## src/rtl/core/cau_pkg.sv

```systemverilog
// ----------------------------------------------------------------------------
// cau_pkg
// Shared constants, action codes and pipeline word types of the complex
// arithmetic unit.
// ----------------------------------------------------------------------------
package cau_pkg;

  localparam int unsigned W     = 32;
  localparam int unsigned F     = 16;
  localparam int unsigned PW    = 2 * W;
  localparam int unsigned SH    = W - F;
  localparam int unsigned NCELL = W;

  localparam logic [3:0] ACT_ADD   = 4'd0;
  localparam logic [3:0] ACT_SUB   = 4'd1;
  localparam logic [3:0] ACT_MUL   = 4'd2;
  localparam logic [3:0] ACT_DIV   = 4'd3;
  localparam logic [3:0] ACT_NEG   = 4'd4;
  localparam logic [3:0] ACT_CONJ  = 4'd5;
  localparam logic [3:0] ACT_ABS2  = 4'd6;
  localparam logic [3:0] ACT_RECIP = 4'd7;
  localparam logic [3:0] ACT_EQ    = 4'd8;

  typedef struct packed {
    logic          neg;
    logic          ovf;
    logic [PW-1:0] rem;
    logic [W-1:0]  qn;
    logic [W:0]    pre;
  } cau_lane_t;

  typedef struct packed {
    logic          is_div;
    logic          eq;
    logic          dz;
    logic [PW-1:0] den;
    cau_lane_t     re;
    cau_lane_t     im;
  } cau_word_t;

endpackage

```

## src/rtl/core/cau_cell.sv

```systemverilog
// ----------------------------------------------------------------------------
// cau_cell
// One restoring division step for both lanes; yields one quotient bit per
// lane and hands the word to the next cell.
// ----------------------------------------------------------------------------
module cau_cell (
  input  logic               clk_i,
  input  logic               rst_ni,
  input  logic               valid_i,
  input  cau_pkg::cau_word_t word_i,
  output logic               valid_o,
  output cau_pkg::cau_word_t word_o
);

  localparam int unsigned W  = cau_pkg::W;
  localparam int unsigned PW = cau_pkg::PW;

  function automatic cau_pkg::cau_lane_t step(input cau_pkg::cau_lane_t l,
                                              input logic [PW-1:0] den);
    cau_pkg::cau_lane_t o;
    logic [PW-1:0]      t;
    logic               ge;
    t  = {l.rem[PW-2:0], l.qn[W-1]};
    ge = (t >= den);
    o      = l;
    o.rem  = ge ? (t - den) : t;
    o.qn   = {l.qn[W-2:0], ge};
    return o;
  endfunction

  logic               valid_q;
  cau_pkg::cau_word_t word_q;
  cau_pkg::cau_word_t word_d;

  always_comb begin
    word_d    = word_i;
    word_d.re = step(word_i.re, word_i.den);
    word_d.im = step(word_i.im, word_i.den);
  end

  always_ff @(posedge clk_i or negedge rst_ni) begin
    if (!rst_ni) begin
      valid_q <= 1'b0;
    end else begin
      valid_q <= valid_i;
    end
  end

  always_ff @(posedge clk_i) begin
    word_q <= word_d;
  end

  assign valid_o = valid_q;
  assign word_o  = word_q;

endmodule

```

## config.mk

```make
export PLATFORM = sky130hd
export DESIGN_NAME = cau_cell
export DESIGN_NICKNAME = d
export VERILOG_FILES = /design/src/rtl/core/cau_pkg.sv /design/src/rtl/core/cau_cell.sv
export SDC_FILE = /design/constraint.sdc
export NUM_CORES = 1
export LEC_CHECK = 0
export BUFFER_PORTS_ARGS = -buffer_cell sky130_fd_sc_hd__buf_2
export CORE_AREA = 2 2 260 262
export DETAILED_ROUTE_END_ITERATION = 12
export DIE_AREA = 0 0 262 264
export GPL_ROUTABILITY_DRIVEN = 0
export GPL_TIMING_DRIVEN = 1
export PLACE_DENSITY = 0.57
export SLEW_MARGIN = 10
export SYNTH_ARGS = -nofsm -noshare
export SYNTH_HDL_FRONTEND = slang
export SYNTH_SLANG_ARGS = --single-unit
```

## constraint.sdc

```tcl
create_clock -name clk_i -period 0.8 [get_ports clk_i]
set_input_delay 0.08 -clock clk_i [delete_from_list [all_inputs] [get_ports clk_i]]
set_output_delay 0.08 -clock clk_i [all_outputs]
set_load 0.01 [all_outputs]
```

==> summary.md <==
| Metric | Value |
|---|---|
| Status | `finished with violations` |
| Failing checks | `negative hold slack, negative setup slack` |
| Max Clk Rate | `413 MHz` |
| Hold/Removal Path Class | `input pin to flop` |
| Chip height | `264 µm` |
| DRC errors left | `0` |
| Final setup fails | `460` |
| Most common cell after layout, fill and taps aside | `buf_4` |
| CP endpoint kind | `flop` |
| GRT Util Overall | `0.255` |
| Hold_ws | `-0.272 ns` |
| Ys async rst share | `0.00303` |
| WL met2 | `50700 µm` |
| Core area | `66600 µm²` |
| Synthesized net count | `2324` |
| Antenna violations before repair | `25` |
| Fillers | `5794` |
| ANT nets after route | `0` |
| DR WL/cell | `21.5 µm` |
| Critical path required time | `1.30 ns` |
| Period utilization | `3.03` |
| Crit path largest cell delay | `0.32 ns` |
| Vias in the first global route | `21452` |
| Fin crit period | `2.42 ns` |
| Crit path DAT | `2.92 ns` |
| Slew @ Worst Pin | `0.498 ns` |
| CTS tree | `yes` |
| P_leak | `16.7 nW` |
| Maximum buffer depth of the clock tree | `3` |
| Syn Std Cell Area | `16100 µm²` |
| Final Hold Viols | `1` |
| P per Cell Area | `1780 nW/µm²` |
| Routed vias/inst | `4.67` |
| Relative slew slack | `0.668` |
| # nets final | `3992` |
| WS Path Type | `input pin to flop` |
| Hold-critical path depth | `3` |
| Pins Over Slew Limit | `0` |
| Met1 wire length | `33000 µm` |
| Remaining global-route overflow | `0` |
| Share of cells above drive strength 1 | `0.592` |
| Final worst slack | `-1.62 ns` |
| Initial drt markers | `1040` |
| Pin count of the biggest net entering global routing | `24` |
| CTS sink count | `330` |
| First-pass GRT wire length | `131000 µm` |
| Commonest cells after routing, fill and taps aside | `611 x buf_4, 413 x buf_2, 331 x dlygate4sd3_1, 278 x buf_6, 226 x dfxtp_2` |
| Final setup TNS | `-287.91 ns` |
| Synth warn | `0` |
| Clock buffer count from CTS | `42` |
| Port buffer count | `659` |
| Peak fanout along the critical path | `5` |
| Register area share after synthesis | `0.411` |
| Met3 wire length | `5500 µm` |
| Chip Width | `262 µm` |
| Die area | `69200 µm²` |
| Post-DP HPWL | `67600 µm` |
| Worst hold start | `word_i[65]` |
| Area grow syn2layout | `123%` |
| I/O pins | `662` |
| Crit-path slowest cell | `a221oi_2` |
| Worst VDD drop | `1.72 mV` |
| Multi-input combinational cell area | `11300 µm²` |
| FP Rows | `95` |
| Max_cap viols | `0` |
| Final Core Density | `0.538` |
| CTS HTree Levels | `2` |
| FF/Latch Area | `6910 µm²` |
| CP Launch Type | `input pin` |
| WP buf/inv | `6` |
| Final wirelength | `95700 µm` |
| Post-synth EDFFs | `0` |
| Initial Utilization | `0.242` |
| TritonRoute pass-1 iters | `5` |
| Via count | `20763` |
| Critical path cell sequence | `buf_2 > inv_1 > ha_1 > a21oi_1 > o21ai_0 > a21o_1 > a221oi_2 > buf_4 > nand2_2 > o21ai_4 > clkinv_4 > buf_6 > buf_16 > and4_1 > nor3_2` |
| Highest metal used | `met5` |
| Main synth FF type | `dfxtp_1` |
| RSZ-0062 raised after global routing | `true` |
| Average size of a mapped cell | `8.64 µm²` |
| Post-synthesis cell count | `1862` |
| Top delay family on crit path | `compound AO/OA/AOI/OAI gates` |
| Root buf cell | `clkbuf_16` |
| Synth cell types | `84` |
| #FFs+latches synth | `330` |
| Hold Path End | `word_o[66]` |
| Reg clk slew, reported paths | `0.07 ns` |
==> state kept, by name, summed over array words and instances, names as in the netlist <==
| register | count |
|---|---|
| valid_o | 1 |
| word_o | 329 |
==> per-stage QoR <==
stage                     cells  power, mW  setup slack (ns)  area, µm²
after floorplan            1862       27.2             -1.79      16800
after global placement     3918       36.2             -2.53      25200
after detailed placement   3918       36.2             -2.54      25200
after CTS                  4379       61.2             -1.61      33400
after global routing       4442       66.5             -1.68      35800
final                      4446       63.8             -1.62      35800
==> Yosys cell counts, types with 8 or more instances <==
cell type	count	area [µm²]
xnor2_1	55	482
o21ai_0	125	626
a21boi_0	8	60.1
nor3_1	36	180
ha_1	128	1600
a21o_1	85	638
clkbuf_1	47	176
o211ai_1	10	75.1
nor2_1	138	518
nor2b_1	12	75.1
and2_1	11	68.8
a31oi_1	20	125
and3_1	8	50.1
nand3_1	21	105
nand2_1	189	709
a211oi_1	13	97.6
a21oi_1	193	966
o21bai_1	28	210
buf_2	29	145
dfxtp_1	329	6590
o21a_1	25	188
o31ai_1	12	90.1
xor2_1	45	394
nand4_1	36	225
o21ai_1	18	90.1
nand2b_1	9	56.3
inv_1	101	379
nor4_1	9	56.3
==> tightest hold or removal path, cell delays in order <==
cell	delay [ns]
buf_6	0.09
nand2_2	0.05
o21ai_2	0.06
==> repair_timing <==
item | CTS | global route
gates resized for setup | 725 | 489
pin swaps | 81 | 108
endpoints found under the setup margin | 460 | 460
endpoints found under the hold margin | 329 | 9
hold buffers | 321 | 10
cloned | 22 | 9
setup buffers | 51 | 52
==> kinds of logic after synthesis <==
logic type	count (synthesis)	share of synthesized area
buffers and inverters	184	0.0467
XOR/XNOR	100	0.0544
multiplexers	4	0.00257
AND/OR/NAND/NOR	517	0.151
adder cells (fa/ha/maj)	130	0.102
flip-flops	330	0.411
AO/OA/AOI/OAI	597	0.233
==> routing by layer <==
layer	track usage	up-vias
met5	0.00142	-
met4	0.147	16
met3	0.0462	243
met2	0.488	760
met1	0.254	9779
li1	-	9965
==> cell type report <==
type	instances	area share
multi-input combinational	1349	0.317
inverter	103	0.0140
clock inverter	19	0.00559
tap	873	0.0305
timing repair inverter	1	0.000314
sequential	330	0.193
timing repair buffer	1703	0.407
clock buffer	54	0.0320
antenna	14	0.000978
==> worst max-delay path by stage <==
stage	from	endpoint	slack, ns	cells past startpoint
after global placement	word_i[269]	word_o[255]	-2.53	16
after global routing	word_i[264]	word_o[128]	-1.68	16
after floorplan	word_i[64]	word_o[125]	-1.79	13
final	word_i[313]	word_o[109]	-1.62	15
after CTS	word_i[64]	word_o[125]	-1.61	16
after detailed placement	word_i[64]	word_o[125]	-2.54	15
==> power breakdown <==
group	leakage (nW)	switching, mW	internal, mW
sequential	2.79	0.807	18.5
clock	0.653	8.19	10.9
combinational	13.3	12.0	13.5
Note: power is estimated with default switching activity, not from simulation.
