<file path="src/rtl/core/cau_pkg.sv">
// ----------------------------------------------------------------------------
// cau_pkg
// Shared constants, action codes and pipeline word types of the complex
// arithmetic unit.
// ----------------------------------------------------------------------------
package cau_pkg;

  localparam int unsigned W     = 32;
  localparam int unsigned F     = 16;
  localparam int unsigned PW    = 2 * W;
  localparam int unsigned SH    = W - F;
  localparam int unsigned NCELL = W;

  localparam logic [3:0] ACT_ADD   = 4'd0;
  localparam logic [3:0] ACT_SUB   = 4'd1;
  localparam logic [3:0] ACT_MUL   = 4'd2;
  localparam logic [3:0] ACT_DIV   = 4'd3;
  localparam logic [3:0] ACT_NEG   = 4'd4;
  localparam logic [3:0] ACT_CONJ  = 4'd5;
  localparam logic [3:0] ACT_ABS2  = 4'd6;
  localparam logic [3:0] ACT_RECIP = 4'd7;
  localparam logic [3:0] ACT_EQ    = 4'd8;

  typedef struct packed {
    logic          neg;
    logic          ovf;
    logic [PW-1:0] rem;
    logic [W-1:0]  qn;
    logic [W:0]    pre;
  } cau_lane_t;

  typedef struct packed {
    logic          is_div;
    logic          eq;
    logic          dz;
    logic [PW-1:0] den;
    cau_lane_t     re;
    cau_lane_t     im;
  } cau_word_t;

endpackage

</file>
<file path="src/rtl/core/cau_tail.sv">
// ----------------------------------------------------------------------------
// cau_tail
// Quotient rounding, saturation and the registered result word.
// ----------------------------------------------------------------------------
module cau_tail (
  input  logic                         clk_i,
  input  logic                         rst_ni,
  input  logic                         valid_i,
  input  cau_pkg::cau_word_t           word_i,
  output logic                         valid_o,
  output logic signed [cau_pkg::W-1:0] res_re_o,
  output logic signed [cau_pkg::W-1:0] res_im_o,
  output logic                         is_equal_o,
  output logic                         div_by_zero_o,
  output logic                         saturated_o
);

  localparam int unsigned W  = cau_pkg::W;
  localparam int unsigned PW = cau_pkg::PW;
  localparam logic [W:0]  LIM = (W+1)'(1) << (W - 1);

  function automatic logic [W:0] fin_mag(input cau_pkg::cau_lane_t l, input logic is_div,
                                         input logic [PW-1:0] den);
    logic rnd;
    rnd = ({l.rem, 1'b0} >= {1'b0, den});
    if (!is_div) begin
      return l.pre;
    end else if (l.ovf) begin
      return {1'b1, W'(0)};
    end
    return {1'b0, l.qn} + (W+1)'(rnd);
  endfunction

  logic          t1_valid_q;
  logic          t1_nre_q, t1_nim_q, t1_eq_q, t1_dz_q;
  logic [W:0]    t1_mre_q, t1_mim_q;

  always_ff @(posedge clk_i or negedge rst_ni) begin
    if (!rst_ni) begin
      t1_valid_q <= 1'b0;
    end else begin
      t1_valid_q <= valid_i;
    end
  end

  always_ff @(posedge clk_i) begin
    t1_nre_q <= word_i.re.neg;
    t1_nim_q <= word_i.im.neg;
    t1_mre_q <= fin_mag(word_i.re, word_i.is_div, word_i.den);
    t1_mim_q <= fin_mag(word_i.im, word_i.is_div, word_i.den);
    t1_eq_q  <= word_i.eq;
    t1_dz_q  <= word_i.dz;
  end

  logic         sat_re, sat_im;
  logic [W-1:0] val_re, val_im;
  logic [W:0]   neg_re, neg_im;

  assign neg_re = -t1_mre_q;
  assign neg_im = -t1_mim_q;

  always_comb begin
    if (t1_nre_q) begin
      sat_re = (t1_mre_q > LIM);
      val_re = sat_re ? LIM[W-1:0] : neg_re[W-1:0];
    end else begin
      sat_re = (t1_mre_q >= LIM);
      val_re = sat_re ? (LIM[W-1:0] - W'(1)) : t1_mre_q[W-1:0];
    end
    if (t1_nim_q) begin
      sat_im = (t1_mim_q > LIM);
      val_im = sat_im ? LIM[W-1:0] : neg_im[W-1:0];
    end else begin
      sat_im = (t1_mim_q >= LIM);
      val_im = sat_im ? (LIM[W-1:0] - W'(1)) : t1_mim_q[W-1:0];
    end
  end

  logic         valid_q;
  logic [W-1:0] res_re_q, res_im_q;
  logic         eq_q, dz_q, sat_q;

  always_ff @(posedge clk_i or negedge rst_ni) begin
    if (!rst_ni) begin
      valid_q <= 1'b0;
    end else begin
      valid_q <= t1_valid_q;
    end
  end

  always_ff @(posedge clk_i) begin
    res_re_q <= val_re;
    res_im_q <= val_im;
    eq_q     <= t1_eq_q;
    dz_q     <= t1_dz_q;
    sat_q    <= sat_re | sat_im;
  end

  assign valid_o       = valid_q;
  assign res_re_o      = signed'(res_re_q);
  assign res_im_o      = signed'(res_im_q);
  assign is_equal_o    = eq_q;
  assign div_by_zero_o = dz_q;
  assign saturated_o   = sat_q;

endmodule
</file>
<file path="config.mk">
export PLATFORM = sky130hd
export DESIGN_NAME = cau_tail
export DESIGN_NICKNAME = d
export VERILOG_FILES = /design/src/rtl/core/cau_pkg.sv /design/src/rtl/core/cau_tail.sv
export SDC_FILE = /design/constraint.sdc
export NUM_CORES = 1
export LEC_CHECK = 0
export BUFFER_PORTS_ARGS = -buffer_cell sky130_fd_sc_hd__buf_2
export CORE_MARGIN = 3
export CORE_UTILIZATION = 45
export DETAILED_ROUTE_END_ITERATION = 6
export PLACE_DENSITY = 0.78
export REMOVE_ABC_BUFFERS = 1
export SLEW_MARGIN = 20
export SYNTH_ARGS = -nofsm -noshare
export SYNTH_HDL_FRONTEND = slang
export SYNTH_SLANG_ARGS = --single-unit
</file>
<file path="constraint.sdc">
create_clock -name clk_i -period 2.3 [get_ports clk_i]
set_input_delay 0.46 -clock clk_i [delete_from_list [all_inputs] [get_ports clk_i]]
set_output_delay 0.46 -clock clk_i [all_outputs]
set_load 0.05 [all_outputs]
</file>
==> results.json <==
{
  "worst_r2r_startpoint": "t1_mim_q[0]",
  "fillCellCount": 1472,
  "end_kind": "flop",
  "post_synth_num_cell_types": 73,
  "leakage_nw": 7.14,
  "worst_pin_slew_ns": 0.844,
  "ant_nets": 0,
  "clock_skew_ns": 0.00877,
  "crit_start": "word_i[270]",
  "crit_buf_inv": 5,
  "antenna_found_initial": 18,
  "port_buffers": 399,
  "wl_per_cell_um": 20.4,
  "cts_buffer_depth": 2,
  "synth_common_cells": "dfxtp_1 (137), ha_1 (134), nand2_1 (104), inv_1 (83), a21oi_1 (71)",
  "fin_util": 0.748,
  "start_kind": "input port",
  "synth.area.top_cells": "dfxtp_1 (28%), ha_1 (17%), nand2_1 (3.9%)",
  "drt_pass1_iterations": 5,
  "cp.arrival_ns": 3.36,
  "synth_edf_count": 0,
  "violations": "setup timing",
  "cap_viol_max_count": 0,
  "whs_endpoint": "t1_nim_q",
  "core_mm2": 0.0213,
  "path_clk_slew_ns": 0.06,
  "grt-ovfl-total": 0,
  "pre_cts_ws_ns": -1.34,
  "hold_start": "word_i[130]",
  "critical-path-max-stage-delay_ns": 0.50,
  "rr_endpoint": "res_im_o[24]",
  "reg2regPathDepth": 10,
  "cts_sinks": 139,
  "yosys_warnings": 0,
  "period_needed_ns": 3.03,
  "path_delay_family": "compound AO/OA/AOI/OAI gates",
  "clk_latency_ns": 0.42,
  "irDropWorstVdd_mv": 0.471,
  "synthArstFlopShare": 0.0144,
  "die_x_um": 154,
  "synth.cell_area_mm2": 0.00989,
  "status": "complete, but fails checks",
  "htreeDepth": 4,
  "die_y_um": 154,
  "holdPathStages": 1,
  "grt_util_all_layers": 0.314,
  "place.gp.congestion": 0.976,
  "fin_ws_ns": -0.728,
  "cts-root-buf": "clkbuf_16",
  "nets": 2209,
  "synth.most_common_cell": "dfxtp_1",
  "wirelength_um": 41800,
  "powerDensity_mw_per_mm2": 539,
  "placementRows": 53,
  "power_mw": 8.58,
  "grt_pass1_vias": 11300,
  "slowest_stage": "or4b_4",
  "ys.flop_type": "dfxtp_1",
  "crit_path_frequent_cell": "buf_4",
  "fin_crit_sh": 1.32,
  "grt_max_degree": 44,
  "io_pins": 400,
  "layout-drive-gt1-share": 0.493,
  "dp_hpwl_um": 31300,
  "die_area_mm2": 0.0238,
  "finalHoldViolCount": 0,
  "synth_top_area_cell": "dfxtp_1",
  "numCtsBuffers": 17,
  "synth_seq_area_share": 0.282,
  "finalSetupViolCount": 77,
  "required_ns": 2.63,
  "first_iter_violations": 801,
  "syn_area_per_cell_um2": 8.28,
  "initial_core_util": 0.465,
  "tritoncts": "done",
  "min_path_type": "input port to flop",
  "grt_setup_unrepaired": "true",
  "rrSetupSlack_ns": -0.13,
  "fmax_mhz": 330,
  "synth_cells": 1195,
  "crit_fanout": 5,
  "route.detailed.drc": 0,
  "num_vias": 11900,
  "synth_top_area_frac": 0.277,
  "finalSetupTns_ns": -32.06,
  "max-slew-margin-rel": 0.438,
  "drv_slew": 0,
  "detail_route.vias_per_cell": 5.82,
  "fin_cells": 2046,
  "dp_cells": 1961,
  "grt_pass1_wl_um": 59400,
  "synth_seq_cells": 139,
  "syn2layout_area_growth_pct": 61.0,
  "worstPathCellList": "buf_2, inv_1, ha_1, a21oi_1, o21ai_0, a21oi_2, or4b_4, a2111oi_4, nor2_2, buf_4, ha_4, nand3_4, buf_6, buf_4, nor3_1, xnor2_1, o31ai_1",
  "path_class": "input port to flop"
}
==> state kept, by name, indices dropped and copies added, names as in the netlist <==
| register | count |
|---|---|
| t1_mim_q | 33 |
| t1_mre_q | 33 |
| res_im_o | 32 |
| res_re_o | 32 |
| div_by_zero_o | 1 |
| is_equal_o | 1 |
| saturated_o | 1 |
| t1_dz_q | 1 |
| t1_eq_q | 1 |
| t1_nim_q | 1 |
| t1_nre_q | 1 |
| t1_valid_q | 1 |
| valid_o | 1 |
==> worst max-delay path by stage <==
stage              endpoint  slack, ns  depth (start not counted)
6_report       t1_mim_q[24]      -0.73                         17
5_1_grt        t1_mim_q[24]      -0.90                         17
4_1_cts        t1_mim_q[30]      -0.56                         16
3_5_place_dp   t1_mim_q[30]      -1.34                         16
3_3_place_gp   t1_mre_q[21]      -1.26                         17
2_1_floorplan  t1_mre_q[21]      -1.02                         15
==> routing by layer <==
metal,up-vias,share of wire,track usage
li1,5558,-,-
met1,5517,0.37,0.383
met2,675,0.48,0.519
met3,149,0.079,0.0585
met4,8,0.061,0.177
met5,-,0.0014,0
==> cell usage in the layout, fill, tap and decap left out, types with 15 or more instances in the layout <==
cell type,count
o31ai_1,23
nand2_1,90
nand3_1,24
inv_1,53
clkbuf_16,20
nand3_2,23
inv_2,21
a21oi_1,61
buf_4,146
buf_2,380
xor2_1,31
nor2_1,58
ha_4,39
diode_2,15
buf_6,40
o2bb2ai_1,40
nand4_1,31
or3_1,16
nor3_1,36
dfxtp_1,133
o21ai_1,16
o21ai_0,38
ha_1,94
==> layout make-up <==
class	instances	area [µm²]	share of cell area
Multi-Input combinational cell	929	8180	0.514
Timing Repair Buffer	572	3570	0.224
Sequential cell	139	2800	0.176
Clock buffer	22	484	0.0304
Tap cell	275	344	0.0216
Inverter	84	343	0.0215
Clock inverter	10	163	0.0102
Antenna cell	15	37.5	0.00236
==> logic make-up (layout without fill, tap and decap cells) <==
group | count (synthesis) | count (layout) | share of synthesized area
and+or+nand+nor | 430 | 434 | 0.234
AOI/OAI and AO/OA | 298 | 298 | 0.205
DFF | 139 | 139 | 0.282
adders and majority gates | 134 | 134 | 0.170
buffers and inverters | 131 | 688 | 0.0523
xor gates and xnor gates | 60 | 60 | 0.0531
muxes | 3 | 3 | 0.00304
other | 0 | 15 | 0
==> power by group <==
group | switching [mW] | leakage [nW] | total [mW] | internal (mW)
clock network | 1.03 | 0.312 | 2.96 | 1.93
logic | 1.67 | 5.65 | 2.83 | 1.16
registers | 0.142 | 1.18 | 2.79 | 2.64
==> metrics by stage <==
step / area (µm²) / hold WS [ns]
after detailed placement: 13100 / 0.246
after global placement: 13100 / 0.244
after floorplan: 9690 / 0.164
final: 15900 / 0.139
after CTS: 14800 / 0.132
after global routing: 15900 / 0.135
==> repair_timing <==
action                                  CTS  global route
setup buffers                            14            21
endpoints found under the setup margin  112           106
gates cloned                              3             4
hold endpoints to repair                  2             0
hold buffers                              1             0
resized for setup                       182           180
pin swaps                               108           127
==> worst register-to-register path, cell delays in order (launching register included) <==
cell and delay (ns):
dfxtp_2 0.32, inv_2 0.08, ha_4 0.14, or3b_4 0.39, buf_6 0.14, nor4_4 0.33, and4_4 0.33, buf_6 0.12
nor2_4 0.03, or3_1 0.37, a21oi_1 0.13
Power figures use the tool's default switching activity.
